`config.mk`:
```
export PLATFORM = sky130hd
export DESIGN_NAME = adaptive_gain_scheduler
export DESIGN_NICKNAME = d
export VERILOG_FILES = /design/src/hw/rtl/ags_pkg.sv /design/src/hw/rtl/adaptive_gain_scheduler.sv /design/src/hw/rtl/ags_sub.sv /design/src/hw/rtl/ags_mul.sv
export SDC_FILE = /design/constraint.sdc
export NUM_CORES = 2
export LEC_CHECK = 0
export BUFFER_PORTS_ARGS = -buffer_cell sky130_fd_sc_hd__buf_2
export CAP_MARGIN = 20
export CORE_UTILIZATION = 60
export DETAILED_ROUTE_END_ITERATION = 6
export PLACE_DENSITY = 0.77
export SLEW_MARGIN = 20
export SYNTH_ARGS = -nofsm -noshare
export SYNTH_HDL_FRONTEND = slang
export SYNTH_HIERARCHICAL = 1
export SYNTH_SLANG_ARGS = --single-unit
```
`constraint.sdc`:
```
create_clock -name clk -period 21.7 [get_ports clk]
set_input_delay 1.085 -clock clk [delete_from_list [all_inputs] [get_ports clk]]
set_output_delay 1.085 -clock clk [all_outputs]
set_load 0.01 [all_outputs]
```
`src/hw/rtl/ags_pkg.sv`:
```
// ----------------------------------------------------------------------------
// ags_pkg: shared types and constants for the adaptive gain scheduler
// Field widths, register indexes, sequencer states and arithmetic sizes.
// ----------------------------------------------------------------------------
package ags_pkg;

	function automatic int imax(input int a, input int b);
		return (a > b) ? a : b;
	endfunction

	// Field widths
	localparam int RATE_WIDTH     = 16;
	localparam int GAIN_FRAC_BITS = 16;
	localparam int REG_W          = 16;
	localparam int CFG_IDX_W      = 3;

	// Square root: radicand holds three squares, root has RATE_WIDTH bits
	localparam int SUM_W = 2 * RATE_WIDTH;
	localparam int MAG_W = RATE_WIDTH;
	localparam int REM_W = MAG_W + 3;

	// Shared subtractor, multiplier and accumulator sizes
	localparam int SUB_W = imax(REM_W, REG_W + 1);
	localparam int MUL_W = imax(imax(RATE_WIDTH, REG_W), GAIN_FRAC_BITS + 1);
	localparam int PRD_W = 2 * MUL_W;
	localparam int ACC_W = PRD_W + 1;
	localparam int CMP_W = imax(MAG_W, REG_W);

	// Iteration counter
	localparam int ITER_N = imax(MAG_W, REG_W);
	localparam int CNT_W  = $clog2(ITER_N);

	localparam logic [MUL_W-1:0] GAIN_ONE = MUL_W'(1) << GAIN_FRAC_BITS;

	// Register reset values
	localparam logic [REG_W-1:0] RST_LOW_RATE       = REG_W'(320);
	localparam logic [REG_W-1:0] RST_HIGH_RATE      = REG_W'(1600);
	localparam logic [REG_W-1:0] RST_MIN_GAIN       = REG_W'(19661);
	localparam logic [REG_W-1:0] RST_MAX_GAIN       = REG_W'(52429);
	localparam logic [REG_W-1:0] RST_ALPHA_LAUNCHED = REG_W'(19661);
	localparam logic [REG_W-1:0] RST_ALPHA_IDLE     = REG_W'(3277);
	localparam logic [REG_W-1:0] RST_GAIN           = REG_W'(19661);

	typedef enum logic [CFG_IDX_W-1:0] {
		REG_LOW_RATE       = 3'd0,
		REG_HIGH_RATE      = 3'd1,
		REG_MIN_GAIN       = 3'd2,
		REG_MAX_GAIN       = 3'd3,
		REG_ALPHA_LAUNCHED = 3'd4,
		REG_ALPHA_IDLE     = 3'd5
	} cfg_reg_t;

	typedef enum logic [3:0] {
		ST_IDLE,
		ST_SQ,
		ST_SQRT,
		ST_CMP,
		ST_DMUL,
		ST_DIV,
		ST_TGT,
		ST_SM0,
		ST_SM1,
		ST_SM2
	} state_t;

	typedef struct packed {
		logic signed [RATE_WIDTH-1:0] rate_x;
		logic signed [RATE_WIDTH-1:0] rate_y;
		logic signed [RATE_WIDTH-1:0] rate_z;
		logic                         launched;
	} in_item_t;

	typedef struct packed {
		logic [REG_W-1:0] gain;
		logic [REG_W-1:0] rate_magnitude;
	} out_item_t;

	// Result of the shared trial subtraction
	typedef struct packed {
		logic             ge;
		logic [SUB_W-1:0] diff;
	} sub_res_t;

endpackage

```
`src/hw/rtl/adaptive_gain_scheduler.sv`:
```
// ----------------------------------------------------------------------------
// adaptive_gain_scheduler: gain scheduling from gyro rate magnitude
// Iterative datapath around one multiplier and one trial subtractor.
// ----------------------------------------------------------------------------
// Each gyro transaction takes the floor square root of x^2+y^2+z^2, maps it
// to a target gain (min_gain at or below low_rate, max_gain at or above
// high_rate, truncated linear interpolation between) and moves the stored
// gain towards it by old*(1-a) + target*a in Q0.16, truncated. An item runs
// through the shared multiplier for the squares, 16 one-bit steps of the
// square root and one compare; when the magnitude lies between the thresholds
// it then goes through the product, the 16 one-bit steps of the division and
// the target update, and last through the multiplier steps of the smoothing.
// The sequencer returns to idle before the next transaction. One item is in
// flight at a time; in_ready is high only while the sequencer is idle. The
// result sits in an output register, so the next transaction is taken while
// it waits; a further result then waits in the last smoothing step until the
// output register is free. Configuration writes are taken every cycle
// (cfg_ready is tied high); indexes past the alpha_idle register are ignored.
// ----------------------------------------------------------------------------
module adaptive_gain_scheduler (
	input  logic                          clk,
	input  logic                          arst_n,
	input  logic                          in_valid,
	output logic                          in_ready,
	input  ags_pkg::in_item_t             in_data,
	output logic                          out_valid,
	input  logic                          out_ready,
	output ags_pkg::out_item_t            out_data,
	input  logic                          cfg_valid,
	output logic                          cfg_ready,
	input  logic [ags_pkg::CFG_IDX_W-1:0] cfg_index,
	input  logic [ags_pkg::REG_W-1:0]     cfg_data
);

	localparam int RW = ags_pkg::RATE_WIDTH;
	localparam int W  = ags_pkg::REG_W;

	// Configuration registers
	logic [W-1:0] low_rate_q, high_rate_q, min_gain_q, max_gain_q;
	logic [W-1:0] alpha_launched_q, alpha_idle_q;

	// Stored smoothed gain
	logic [W-1:0] gain_q;

	// Sequencer
	ags_pkg::state_t            state_q, state_d;
	logic [ags_pkg::CNT_W-1:0]  cnt_q;
	logic                       cnt_last_sq, cnt_last_root, cnt_last_div;

	// Item working registers
	logic [RW-1:0]               abs_x_q, abs_y_q, abs_z_q;
	logic                        launched_q;
	logic [ags_pkg::SUM_W-1:0]   rad_q;
	logic [ags_pkg::REM_W-1:0]   rem_q;
	logic [ags_pkg::MAG_W-1:0]   root_q;
	logic [2*W-1:0]              nd_q;
	logic [W-1:0]                tgt_q;
	logic [ags_pkg::ACC_W-1:0]   acc_q;

	// Output register
	logic                        out_valid_q;
	ags_pkg::out_item_t          out_q;

	// Shared units
	logic [ags_pkg::MUL_W-1:0]   mul_a, mul_b;
	logic [ags_pkg::PRD_W-1:0]   mul_p;
	logic [ags_pkg::SUB_W-1:0]   sub_a, sub_b;
	ags_pkg::sub_res_t           sub_r;

	// Derived values
	logic [ags_pkg::REM_W-1:0]   root_trial_a, root_trial_b;
	logic [W:0]                  div_trial_a;
	logic [ags_pkg::CMP_W-1:0]   mag_ext, low_ext, high_ext;
	logic                        at_low, at_high;
	logic [W-1:0]                span, mag_off, gain_span;
	logic                        gain_down;
	logic [ags_pkg::MUL_W-1:0]   alpha_ext, alpha_sat, alpha_rest;
	logic [ags_pkg::ACC_W-1:0]   acc_sum;
	logic [W-1:0]                gain_new;
	logic [W-1:0]                mag_sat;
	logic                        out_free;
	logic                        sm_done;

	ags_mul u_mul (
		.clk (clk),
		.a   (mul_a),
		.b   (mul_b),
		.p   (mul_p)
	);

	ags_sub u_sub (
		.a   (sub_a),
		.b   (sub_b),
		.res (sub_r)
	);

	assign cfg_ready = 1'b1;
	assign in_ready  = (state_q == ags_pkg::ST_IDLE);
	assign out_valid = out_valid_q;
	assign out_data  = out_q;
	assign out_free  = !out_valid_q || out_ready;

	assign cnt_last_sq   = (cnt_q == ags_pkg::CNT_W'(3));
	assign cnt_last_root = (cnt_q == ags_pkg::CNT_W'(ags_pkg::MAG_W - 1));
	assign cnt_last_div  = (cnt_q == ags_pkg::CNT_W'(W - 1));

	// Root step: bring down two radicand bits, try subtracting 4*root+1
	assign root_trial_a = {rem_q[ags_pkg::REM_W-3:0], rad_q[ags_pkg::SUM_W-1 -: 2]};
	assign root_trial_b = {1'b0, root_q, 2'b01};
	// Divide step: bring down one dividend bit, try subtracting the span
	assign div_trial_a  = {nd_q[2*W-1:W], nd_q[W-1]};

	always_comb begin
		if (state_q == ags_pkg::ST_DIV) begin
			sub_a = ags_pkg::SUB_W'(div_trial_a);
			sub_b = ags_pkg::SUB_W'(span);
		end else begin
			sub_a = ags_pkg::SUB_W'(root_trial_a);
			sub_b = ags_pkg::SUB_W'(root_trial_b);
		end
	end

	// Threshold compare and interpolation operands
	assign mag_ext   = ags_pkg::CMP_W'(root_q);
	assign low_ext   = ags_pkg::CMP_W'(low_rate_q);
	assign high_ext  = ags_pkg::CMP_W'(high_rate_q);
	assign at_low    = (mag_ext <= low_ext);
	assign at_high   = (mag_ext >= high_ext);
	assign span      = high_rate_q - low_rate_q;
	assign mag_off   = W'(mag_ext - low_ext);
	assign gain_down = (max_gain_q < min_gain_q);
	assign gain_span = gain_down ? (min_gain_q - max_gain_q) : (max_gain_q - min_gain_q);

	// Smoothing weight, saturated to one
	assign alpha_ext  = ags_pkg::MUL_W'(launched_q ? alpha_launched_q : alpha_idle_q);
	assign alpha_sat  = (alpha_ext > ags_pkg::GAIN_ONE) ? ags_pkg::GAIN_ONE : alpha_ext;
	assign alpha_rest = ags_pkg::GAIN_ONE - alpha_sat;

	assign acc_sum  = acc_q + ags_pkg::ACC_W'(mul_p);
	assign gain_new = acc_sum[ags_pkg::GAIN_FRAC_BITS +: W];

	// Magnitude clipped to the output field
	always_comb begin
		if (ags_pkg::MAG_W > W && (ags_pkg::CMP_W'(root_q) >> W) != '0) begin
			mag_sat = '1;
		end else begin
			mag_sat = W'(root_q);
		end
	end

	// Multiplier operand selection by step
	always_comb begin
		mul_a = '0;
		mul_b = '0;
		case (state_q)
			ags_pkg::ST_SQ: begin
				case (cnt_q[1:0])
					2'd0: begin
						mul_a = ags_pkg::MUL_W'(abs_x_q);
						mul_b = ags_pkg::MUL_W'(abs_x_q);
					end
					2'd1: begin
						mul_a = ags_pkg::MUL_W'(abs_y_q);
						mul_b = ags_pkg::MUL_W'(abs_y_q);
					end
					default: begin
						mul_a = ags_pkg::MUL_W'(abs_z_q);
						mul_b = ags_pkg::MUL_W'(abs_z_q);
					end
				endcase
			end
			ags_pkg::ST_CMP: begin
				mul_a = ags_pkg::MUL_W'(mag_off);
				mul_b = ags_pkg::MUL_W'(gain_span);
			end
			ags_pkg::ST_SM0: begin
				mul_a = ags_pkg::MUL_W'(gain_q);
				mul_b = alpha_rest;
			end
			ags_pkg::ST_SM1, ags_pkg::ST_SM2: begin
				mul_a = ags_pkg::MUL_W'(tgt_q);
				mul_b = alpha_sat;
			end
			default: begin
				mul_a = '0;
				mul_b = '0;
			end
		endcase
	end

	assign sm_done = (state_q == ags_pkg::ST_SM2) && out_free;

	// Next state
	always_comb begin
		state_d = state_q;
		case (state_q)
			ags_pkg::ST_IDLE: begin
				if (in_valid) state_d = ags_pkg::ST_SQ;
			end
			ags_pkg::ST_SQ: begin
				if (cnt_last_sq) state_d = ags_pkg::ST_SQRT;
			end
			ags_pkg::ST_SQRT: begin
				if (cnt_last_root) state_d = ags_pkg::ST_CMP;
			end
			ags_pkg::ST_CMP: begin
				if (at_low || at_high) state_d = ags_pkg::ST_SM0;
				else                   state_d = ags_pkg::ST_DMUL;
			end
			ags_pkg::ST_DMUL: state_d = ags_pkg::ST_DIV;
			ags_pkg::ST_DIV: begin
				if (cnt_last_div) state_d = ags_pkg::ST_TGT;
			end
			ags_pkg::ST_TGT: state_d = ags_pkg::ST_SM0;
			ags_pkg::ST_SM0: state_d = ags_pkg::ST_SM1;
			ags_pkg::ST_SM1: state_d = ags_pkg::ST_SM2;
			ags_pkg::ST_SM2: begin
				if (out_free) state_d = ags_pkg::ST_IDLE;
			end
			default: state_d = ags_pkg::ST_IDLE;
		endcase
	end

	// Control state
	always_ff @(posedge clk or negedge arst_n) begin
		if (!arst_n) begin
			state_q     <= ags_pkg::ST_IDLE;
			cnt_q       <= '0;
			out_valid_q <= 1'b0;
		end else begin
			state_q <= state_d;
			if (state_q != state_d) cnt_q <= '0;
			else                    cnt_q <= cnt_q + 1'b1;
			if (sm_done)        out_valid_q <= 1'b1;
			else if (out_ready) out_valid_q <= 1'b0;
		end
	end

	// Configuration and stored gain
	always_ff @(posedge clk or negedge arst_n) begin
		if (!arst_n) begin
			low_rate_q       <= ags_pkg::RST_LOW_RATE;
			high_rate_q      <= ags_pkg::RST_HIGH_RATE;
			min_gain_q       <= ags_pkg::RST_MIN_GAIN;
			max_gain_q       <= ags_pkg::RST_MAX_GAIN;
			alpha_launched_q <= ags_pkg::RST_ALPHA_LAUNCHED;
			alpha_idle_q     <= ags_pkg::RST_ALPHA_IDLE;
			gain_q           <= ags_pkg::RST_GAIN;
		end else begin
			if (cfg_valid) begin
				case (cfg_index)
					ags_pkg::REG_LOW_RATE:       low_rate_q       <= cfg_data;
					ags_pkg::REG_HIGH_RATE:      high_rate_q      <= cfg_data;
					ags_pkg::REG_MIN_GAIN:       min_gain_q       <= cfg_data;
					ags_pkg::REG_MAX_GAIN:       max_gain_q       <= cfg_data;
					ags_pkg::REG_ALPHA_LAUNCHED: alpha_launched_q <= cfg_data;
					ags_pkg::REG_ALPHA_IDLE:     alpha_idle_q     <= cfg_data;
					default: ;
				endcase
			end
			if (sm_done) gain_q <= gain_new;
		end
	end

	// Datapath
	always_ff @(posedge clk) begin
		case (state_q)
			ags_pkg::ST_IDLE: begin
				abs_x_q    <= in_data.rate_x[RW-1] ? RW'(-in_data.rate_x) : RW'(in_data.rate_x);
				abs_y_q    <= in_data.rate_y[RW-1] ? RW'(-in_data.rate_y) : RW'(in_data.rate_y);
				abs_z_q    <= in_data.rate_z[RW-1] ? RW'(-in_data.rate_z) : RW'(in_data.rate_z);
				launched_q <= in_data.launched;
				rad_q      <= '0;
			end
			ags_pkg::ST_SQ: begin
				// products land in the cycle after issue, from the multiplier's output register
				if (cnt_q != '0) rad_q <= rad_q + mul_p[ags_pkg::SUM_W-1:0];
				rem_q  <= '0;
				root_q <= '0;
			end
			ags_pkg::ST_SQRT: begin
				rem_q  <= sub_r.ge ? sub_r.diff[ags_pkg::REM_W-1:0] : root_trial_a;
				root_q <= {root_q[ags_pkg::MAG_W-2:0], sub_r.ge};
				rad_q  <= rad_q << 2;
			end
			ags_pkg::ST_CMP: begin
				tgt_q <= at_low ? min_gain_q : max_gain_q;
			end
			ags_pkg::ST_DMUL: begin
				nd_q <= mul_p[2*W-1:0];
			end
			ags_pkg::ST_DIV: begin
				if (sub_r.ge) nd_q <= {sub_r.diff[W-1:0], nd_q[W-2:0], 1'b1};
				else          nd_q <= {div_trial_a[W-1:0], nd_q[W-2:0], 1'b0};
			end
			ags_pkg::ST_TGT: begin
				tgt_q <= gain_down ? (min_gain_q - nd_q[W-1:0]) : (min_gain_q + nd_q[W-1:0]);
			end
			ags_pkg::ST_SM1: begin
				acc_q <= ags_pkg::ACC_W'(mul_p);
			end
			ags_pkg::ST_SM2: begin
				if (out_free) begin
					out_q.gain           <= gain_new;
					out_q.rate_magnitude <= mag_sat;
				end
			end
			default: ;
		endcase
	end

endmodule

```
`src/hw/rtl/ags_sub.sv`:
```
// ----------------------------------------------------------------------------
// ags_sub: shared trial subtractor
// Difference and greater-or-equal flag, used by the root and divide steps.
// ----------------------------------------------------------------------------
module ags_sub (
	input  logic [ags_pkg::SUB_W-1:0] a,
	input  logic [ags_pkg::SUB_W-1:0] b,
	output ags_pkg::sub_res_t         res
);

	logic [ags_pkg::SUB_W:0] wide;

	assign wide      = {1'b0, a} - {1'b0, b};
	assign res.ge    = ~wide[ags_pkg::SUB_W];
	assign res.diff  = wide[ags_pkg::SUB_W-1:0];

endmodule

```
`src/hw/rtl/ags_mul.sv`:
```
// ----------------------------------------------------------------------------
// ags_mul: shared registered multiplier
// Unsigned product with an output register; one product per cycle.
// ----------------------------------------------------------------------------
module ags_mul (
	input  logic                      clk,
	input  logic [ags_pkg::MUL_W-1:0] a,
	input  logic [ags_pkg::MUL_W-1:0] b,
	output logic [ags_pkg::PRD_W-1:0] p
);

	logic [ags_pkg::PRD_W-1:0] p_q;

	always_ff @(posedge clk) begin
		p_q <= ags_pkg::PRD_W'(a) * ags_pkg::PRD_W'(b);
	end

	assign p = p_q;

endmodule

```
==> results.cfg <==
[routing]
drtPass1Iterations = 6
viasPerCell = 6.03
drt_iter0_markers = 2338
wl_per_cell_um = 20.9
vias = 26100
drt_wl_total_um = 90700
drtAntennaViolNets = 0
drc = 0

[critical_path]
cp.required_ns = 22.17
path_class = register to register
cpMostUsedCell = fa_1
cp.arrival_ns = 9.45
crit_slowest_cell = and2_1
critical-path-max-stage-delay_ns = 0.82
crit_path_max_fanout = 25
start_kind = register
critPathCaptureType = register

[placement]
hpwl_um = 69300
io_buffers = 106
place_area_um2 = 34600
gp_congestion = 0.988
dp_slack_ns = 12.82

[global_route]
grt_usage_pct = 32.7
antenna_found_initial = 4
grt.overflow.total = 0
grt_pass1_wl_um = 142000
first_global_vias = 25700
grt_max_degree = 72

[timing]
hold_viol = 0
fin_tns_setup_ns = 0
min_period_over_period_pct = 41.4
setup_viol = 0
clock.fmax_mhz = 111
fin_crit_ns = 8.98
maxSlewViolCount = 0
clock_skew_ns = 0.0187
layout_setup_ws_ns = 12.72
rsz0062_at_grt = false
slew_headroom_pct = 22.9
tightest_slew_ns = 1.14

[yosys]
ys_warn_count = 6
syn_avg_cell_area_um2 = 9.43
netlist_instances = 3524
synth_area_um2 = 33200

[finish]
drive_gt1_share_pct = 11.2
final_common_cell = nand2_1
mostFrequentLayoutCells = nand2_1 (557), inv_1 (418), ha_1 (285)
n_antenna_cell = 0
fin_nets = 4191
final_area_um2 = 36200
post-route-util_pct = 66.7
area_growth_pct = 8.92

[hold_path]
hp-class = register to register

[clock_tree]
clk_latency_ns = 0.59
tritoncts = done
cts.htree.levels = 2
clkTransAtPathRegs_ns = 0.06
clockRootBuffer = clkbuf_16
ctsHoldBuffers = 0
clk_path_buf_depth = 3
cts_buffers = 44
postCtsSetupBuffers = 0
cts-resized-gates = 0
clkSinkCount = 379

[floorplan]
ioPinCount = 108
dieArea_um2 = 56300
row_count = 85
die_x_um = 237
die_y_um = 237
initial_core_util_pct = 61.3
core_um2 = 54200

[outcome]
status = completed

[run]
cap_violations = 0
worst max-delay path, delay by kind of cell (launching register included):
family	cells	cell delay [ns]
buf+inv	6	0.50
compound gates	12	2.36
xor+xnor	2	0.29
flops	1	0.56
fa+ha+maj	9	3.92
simple gates	3	1.21
metal layers:
| metal | GRT usage [%] | part of all wire [%] | up-vias |
|---|---|---|---|
| li1 | - | - | 12100 |
| met1 | 43.1 | 40 | 12700 |
| met2 | 52.2 | 46 | 1093 |
| met3 | 4.80 | 7.5 | 243 |
| met4 | 18.1 | 6.1 | 2 |
| met5 | 0 | 0.015 | - |
registers in the layout (all words and copies together) (netlist names), 17 cells and up:
| register | count |
|---|---|
| acc_q | 32 |
| nd_q | 32 |
| out_data | 32 |
| rad_q | 32 |
| u_mul/p | 32 |
| rem_q | 17 |
through the flow:
stage / hold WS [ns] / instances
4_1_cts: 0.469 / 4333
2_1_floorplan: 0.426 / 3531
3_3_place_gp: 0.430 / 4251
3_5_place_dp: 0.455 / 4251
6_report: 0.468 / 4335
5_1_grt: 0.471 / 4335
layout make-up:
class | instances | area (um^2)
well taps | 696 | 871
inverters | 419 | 1570
multi-input cells | 2605 | 20800
clock inverters | 29 | 369
clock buffers | 53 | 1170
fillers | 4302 | 18000
flip-flops and latches | 379 | 10500
repair buffers | 154 | 933
final timing paths:
| check | startpoint | end | slack [ns] | cells after the start |
|---|---|---|---|---|
| max | min_gain_q[0]$_DFFE_PN1P_ | u_mul/p[30]$_DFF_P_ | 12.72 | 32 |
| max in group asynchronous | arst_n | cnt_q[0]$_DFF_PN0_ | 19.79 | 2 |
| min | mag_ext[0]$_SDFFCE_PN0P_ | out_data[0]$_DFFE_PP_ | 0.47 | 0 |
| max reg2reg | min_gain_q[0]$_DFFE_PN1P_ | u_mul/p[30]$_DFF_P_ | 12.72 | 32 |
| min reg2reg | mag_ext[0]$_SDFFCE_PN0P_ | out_data[0]$_DFFE_PP_ | 0.47 | 0 |
| min in group asynchronous | arst_n | low_ext[11]$_DFFE_PN0P_ | 0.64 | 1 |
Power is not shown: default switching activity piles up to over one toggle a cycle in this logic, so the estimate is an artifact.
